$ cat src/rtl/core/hcordic_pkg.sv
`timescale 1ns / 1ps

package hcordic_pkg;

	localparam int DATA_W         = 16;
	localparam int ITERATIONS_DEF = 12;
	localparam int ITERATIONS_MAX = 15;

	localparam logic [DATA_W-1:0] CORDIC_GAIN = 16'h1351;

	// truncated atanh(2^-i) in 3.12, entry i-1
	localparam logic [DATA_W-1:0] ATANH_TAB [0:ITERATIONS_MAX-1] = '{
		16'h08C9, 16'h0416, 16'h0202, 16'h0100, 16'h0080, 16'h0040, 16'h0020, 16'h0010,
		16'h0008, 16'h0004, 16'h0002, 16'h0001, 16'h0000, 16'h0000, 16'h0000
	};

	typedef struct packed {
		logic [DATA_W-1:0] x;
		logic [DATA_W-1:0] y;
		logic [DATA_W-1:0] z;
	} hcordic_data_t;

	function automatic bit is_repeat(input int i);
		return (i == 4) || (i == 7) || (i == 10) || (i == 13);
	endfunction

	// number of micro-steps for a given iteration count
	function automatic int num_steps(input int iters);
		int cnt;
		cnt = 0;
		for (int i = 1; i <= ITERATIONS_MAX; i++) begin
			if (i <= iters) begin
				cnt = cnt + 1;
				if (is_repeat(i))
					cnt = cnt + 1;
			end
		end
		return cnt;
	endfunction

	// shift amount used by micro-step k (0 based)
	function automatic int step_shift(input int k);
		int cnt;
		int res;
		cnt = 0;
		res = 1;
		for (int i = 1; i <= ITERATIONS_MAX; i++) begin
			if (cnt == k)
				res = i;
			cnt = cnt + 1;
			if (is_repeat(i)) begin
				if (cnt == k)
					res = i;
				cnt = cnt + 1;
			end
		end
		return res;
	endfunction

endpackage

$ cat src/rtl/core/hcordic_in_if.sv
`timescale 1ns / 1ps

interface hcordic_in_if
	import hcordic_pkg::*;
();
	logic                     valid;
	logic                     ready;
	logic signed [DATA_W-1:0] angle;

	modport source (output valid, output angle, input ready);
	modport sink   (input valid, input angle, output ready);
endinterface

$ cat src/rtl/core/hcordic_out_if.sv
`timescale 1ns / 1ps

interface hcordic_out_if
	import hcordic_pkg::*;
();
	logic                     valid;
	logic                     ready;
	logic signed [DATA_W-1:0] cosh_value;
	logic signed [DATA_W-1:0] sinh_value;

	modport source (output valid, output cosh_value, output sinh_value, input ready);
	modport sink   (input valid, input cosh_value, input sinh_value, output ready);
endinterface

$ cat src/rtl/core/hcordic_stage.sv
`timescale 1ns / 1ps

module hcordic_stage
	import hcordic_pkg::*;
#(
	parameter int SHIFT = 1
) (
	input  logic          clk,
	input  logic          arst_n,
	input  logic          in_valid,
	output logic          in_ready,
	input  hcordic_data_t in_data,
	output logic          out_valid,
	input  logic          out_ready,
	output hcordic_data_t out_data
);

	localparam logic [DATA_W-1:0] ATANH = ATANH_TAB[SHIFT-1];

	logic          valid_s1;
	hcordic_data_t data_s1;
	hcordic_data_t step;
	logic [DATA_W-1:0] xs;
	logic [DATA_W-1:0] ys;

	always_comb begin
		xs = $unsigned($signed(in_data.x) >>> SHIFT);
		ys = $unsigned($signed(in_data.y) >>> SHIFT);
		// zero residual counts as non-negative
		if (in_data.z[DATA_W-1]) begin
			step.x = in_data.x - ys;
			step.y = in_data.y - xs;
			step.z = in_data.z + ATANH;
		end else begin
			step.x = in_data.x + ys;
			step.y = in_data.y + xs;
			step.z = in_data.z - ATANH;
		end
	end

	assign in_ready = !valid_s1 || out_ready;

	always_ff @(posedge clk or negedge arst_n) begin
		if (!arst_n) begin
			valid_s1 <= 1'b0;
		end else if (in_ready) begin
			valid_s1 <= in_valid;
		end
	end

	always_ff @(posedge clk) begin
		if (in_ready && in_valid) begin
			data_s1 <= step;
		end
	end

	assign out_valid = valid_s1;
	assign out_data  = data_s1;

endmodule

$ cat src/rtl/core/hyperbolic_cordic_cosh_sinh_top.sv
`timescale 1ns / 1ps
// Hyperbolic CORDIC, rotation mode: cosh and sinh of a 3.12 angle.
// Pipeline: one register stage per micro-step, ITERATIONS plus the repeated
// iterations (4, 7, 10, 13) that fall within ITERATIONS.
// Throughput: one transaction per cycle; each stage holds under back-pressure.
// Reset clears the stage valid bits only; data registers are not reset.

module hyperbolic_cordic_cosh_sinh_top
	import hcordic_pkg::*;
#(
	parameter int ITERATIONS = ITERATIONS_DEF
) (
	input  logic           clk,
	input  logic           arst_n,
	hcordic_in_if.sink     in_ch,
	hcordic_out_if.source  out_ch
);

	localparam int NSTEPS = num_steps(ITERATIONS);

	logic          valid [0:NSTEPS];
	logic          ready [0:NSTEPS];
	hcordic_data_t data  [0:NSTEPS];

	assign valid[0]     = in_ch.valid;
	assign in_ch.ready  = ready[0];
	assign data[0].x    = CORDIC_GAIN;
	assign data[0].y    = '0;
	assign data[0].z    = $unsigned(in_ch.angle);

	for (genvar k = 0; k < NSTEPS; k++) begin : g_step
		hcordic_stage #(
			.SHIFT (step_shift(k))
		) u_stage (
			.clk       (clk),
			.arst_n    (arst_n),
			.in_valid  (valid[k]),
			.in_ready  (ready[k]),
			.in_data   (data[k]),
			.out_valid (valid[k+1]),
			.out_ready (ready[k+1]),
			.out_data  (data[k+1])
		);
	end

	assign out_ch.valid      = valid[NSTEPS];
	assign ready[NSTEPS]     = out_ch.ready;
	assign out_ch.cosh_value = $signed(data[NSTEPS].x);
	assign out_ch.sinh_value = $signed(data[NSTEPS].y);

endmodule
$ cat src/flat_wrapper.sv
// flat-port wrapper written by rule: the top's interface ports become plain ports
module hyperbolic_cordic_cosh_sinh_top_flat import hcordic_pkg::*;
#(
	parameter int ITERATIONS = ITERATIONS_DEF
)
  (clk, arst_n, in_ch_valid, in_ch_angle, in_ch_ready, out_ch_valid, out_ch_cosh_value, out_ch_sinh_value, out_ch_ready);
  hcordic_in_if in_ch_i ();
  hcordic_out_if out_ch_i ();
  input  logic clk;
  input  logic arst_n;
  input wire logic [$bits(in_ch_i.valid)-1:0] in_ch_valid;
  input wire logic [$bits(in_ch_i.angle)-1:0] in_ch_angle;
  output wire logic [$bits(in_ch_i.ready)-1:0] in_ch_ready;
  output wire logic [$bits(out_ch_i.valid)-1:0] out_ch_valid;
  output wire logic [$bits(out_ch_i.cosh_value)-1:0] out_ch_cosh_value;
  output wire logic [$bits(out_ch_i.sinh_value)-1:0] out_ch_sinh_value;
  input wire logic [$bits(out_ch_i.ready)-1:0] out_ch_ready;
  assign in_ch_i.valid = in_ch_valid;
  assign in_ch_i.angle = in_ch_angle;
  assign in_ch_ready = in_ch_i.ready;
  assign out_ch_valid = out_ch_i.valid;
  assign out_ch_cosh_value = out_ch_i.cosh_value;
  assign out_ch_sinh_value = out_ch_i.sinh_value;
  assign out_ch_i.ready = out_ch_ready;
  hyperbolic_cordic_cosh_sinh_top #(.ITERATIONS(ITERATIONS)) u_core (.clk(clk), .arst_n(arst_n), .in_ch(in_ch_i), .out_ch(out_ch_i));
endmodule
$ cat config.mk
export PLATFORM = sky130hd
export DESIGN_NAME = hyperbolic_cordic_cosh_sinh_top_flat
export DESIGN_NICKNAME = d
export VERILOG_FILES = /design/src/rtl/core/hcordic_pkg.sv /design/src/rtl/core/hcordic_in_if.sv /design/src/rtl/core/hcordic_out_if.sv /design/src/rtl/core/hcordic_stage.sv /design/src/rtl/core/hyperbolic_cordic_cosh_sinh_top.sv /design/src/flat_wrapper.sv
export SDC_FILE = /design/constraint.sdc
export NUM_CORES = 2
export LEC_CHECK = 0
export BUFFER_PORTS_ARGS = -buffer_cell sky130_fd_sc_hd__buf_2
export CORE_MARGIN = 3
export CORE_UTILIZATION = 60
export CTS_CLUSTER_DIAMETER = 100
export DETAILED_ROUTE_END_ITERATION = 8
export PLACE_DENSITY = 0.76
export SLEW_MARGIN = 0
export SYNTH_ARGS = -nofsm -noshare
export SYNTH_HDL_FRONTEND = slang
export SYNTH_SLANG_ARGS = --single-unit
$ cat constraint.sdc
create_clock -name clk -period 7.6 [get_ports clk]
set_clock_uncertainty 0.15 [all_clocks]
set_input_delay 1.52 -clock clk [delete_from_list [all_inputs] [get_ports clk]]
set_output_delay 1.52 -clock clk [all_outputs]
set_load 0.05 [all_outputs]
==> key figures <==
Outcome
  • Status: finished, final reports clean

Place
  • GP Congestion: ~0.9
  • IO Port Bufs: 53
  • Detail Placement HPWL: 78,700 um
  • DP Area: 0.0507 mm^2

Clocking
  • Hold-fix buffers, CTS: 0
  • Post CTS Setup Buffer Count: 0
  • Clk slew on worst S/H paths: 0.06 ns
  • Later-pin clock latency in the skew report: 0.64 ns
  • Post_cts resized: 0
  • CTS tree: built
  • TritonCTS buffer count: 74
  • Clk buf depth: 3
  • Root Driver: clkbuf_16
  • CTS Sinks: 652
  • H-Tree Depth: 3

Worst setup path
  • Req. time, crit path: between 5 and 6 ns
  • Reg2Reg Depth: 10
  • Critical path class: primary input to output pin
  • Crit. End Element: output pin
  • Arr. time, crit path: 3.91 ns
  • Crit-path max FO: 5
  • CP Launch Type: primary input

Logic synthesis
  • Post-synth EDFFs: 637
  • Synth top area share: 38.7%
  • Synth area leaders: edfxtp_1, ha_1, xnor2_1
  • Most common cell in the netlist: edfxtp_1
  • Cell area after synthesis: 0.0495 mm^2
  • Ys Warns: 0
  • Register area share after synthesis: 39.4%
  • Area leader, netlist: edfxtp_1
  • Syn Area/Cell: 10.3 um^2
  • Mapped Cells: 4,818
  • Asr flop ratio synth: roughly 2.3%
  • #FFs+latches synth: 652
  • Prevailing post-synth register cell: edfxtp_1
  • Netlist cell types: 71
  • Commonest cells post-synth: edfxtp_1, ha_1, xnor2_1
  • Net count after synthesis: roughly 5,500

Floorplanning
  • Die footprint: 0.0859 mm^2
  • Core ar.: 0.0811 mm^2
  • Chip width: between 200 and 300 um
  • Io pins: 54
  • Die Y-Extent: 293 um
  • Rows: 104
  • Initial Util: roughly three fifths

STA
  • Fin. Hold Viols: 0
  • Final Cycle Share: 73.5%
  • Aggregate negative setup slack: 0 ns
  • RSZ-0062 raised after global routing: false
  • F_max: roughly 0.18 GHz
  • Final hold slack: 0.263 ns
  • Max-slew violations: 0
  • Slew margin rel.: 24.1%
  • Setup violators final: 0
  • Worst-Margin Slew: 1.14 ns
  • Minimum clock period: 5.58 ns

Job
  • Max_cap viols: 0

Global route
  • Antenna violations before repair: 0
  • Grt ovf: 0
  • First-pass GRT wire length: about 170,000 um
  • Vias in the first global route: ~34,000
  • Pin count of the biggest net entering global routing: 48
  • Total Routing Usage GR: 23.5%

Drt
  • Detailed Routing Iterations Pass 1: 6
  • Drt total wl: 101,000 um
  • Via count: 35,400
  • Vias per cell: just under 6
  • Wire per inst: 17.0 um
  • Final ANT Viol Nets: 0
  • Initial DRC Count: 2,142
  • Residual DRC: 0

Layout
  • ANT cells: 0
  • Post-route cell area: 0.0533 mm^2
  • Fin nets: about 5,500
  • Layout cells sized above 1: under 10%
  • P&R area growth vs syn: 7.69%

Worst hold path
  • Worst hold path type: flop to flop
  • Hold path cells: 0
## worst max-delay path, cell delays in order
cell      delay [ns]
buf_2           0.12
nand4b_1        0.39
nor2_1          0.54
nand2_1         0.16
nor3_1          0.67
nand4_1         0.24
buf_2           0.27
## flip-flops by register name, summed over array words and instances, names as in the netlist
signal and cells:
u_core.g_step.u_stage.out_data 637, u_core.g_step.u_stage.out_valid 15
## cell families after synthesis
kind of cell,count (synthesis),share of synthesized area (%)
and+or+nand+nor,1215,11.9
AOI/OAI and AO/OA,1228,16.2
muxes,79,1.61
DFF,652,39.4
buffers and inverters,393,3.23
adders and majority gates,638,16.7
xor gates and xnor gates,613,10.9
## metrics by stage
step	setup WS [ns]	utilization (%)	std cells
after floorplan	2.90	-	4818
after global placement	1.91	62.5	5843
after detailed placement	1.90	62.5	5843
after CTS	1.89	65.7	5977
after global routing	1.74	65.7	5977
final	2.02	65.7	5977
## metal layers
layer | track usage, % | part of all wire (%)
met5 | 0 | 0
met4 | 8.26 | 3.6
met3 | 2.71 | 3.1
met2 | 43.1 | 50
met1 | 28.7 | 43
## worst paths after layout
| kind | end | from | slack (ns) |
|---|---|---|---|
| setup reg to reg | u_core.g_step[7].u_stage.out_data[30] | u_core.g_step[6].u_stage.out_data[15] | 3.19 |
| max in group asynchronous | u_core.g_step[13].u_stage.out_valid | arst_n | 6.25 |
| min in group asynchronous | u_core.g_step[8].u_stage.out_valid | arst_n | 0.71 |
| setup / recovery | in_ch_ready | out_ch_ready | 2.02 |
| hold reg to reg | u_core.g_step[3].u_stage.out_data[5] | u_core.g_step[2].u_stage.out_data[5] | 0.26 |
| hold / removal | u_core.g_step[3].u_stage.out_data[5] | u_core.g_step[2].u_stage.out_data[5] | 0.26 |
## layout make-up
class	instances	area, um^2
Clock buffer	94	2000
Clock inverter	40	573
Fill cell	6328	27800
Inverter	292	1100
Multi-Input combinational cell	3773	28400
Sequential cell	652	19500
Tap cell	1060	1330
Timing Repair Buffer	66	363
## layout by cell type, fill, tap and decap left out, types with 40 or more instances in the layout
master,count
a21o_1,91
a21oi_1,442
a31oi_1,54
and2_1,59
buf_2,53
clkbuf_16,74
edfxtp_1,637
fa_1,40
ha_1,598
inv_1,292
mux2i_1,76
nand2_1,192
nand2b_1,93
nand3_1,59
nor2_1,422
nor2b_1,67
nor3_1,152
o21a_1,70
o21ai_0,155
o21bai_1,54
xnor2_1,526
xor2_1,87
Power is left out: the tool's default activity adds up to more than one toggle a clock period on the data nets, which glitch-free logic cannot reach.
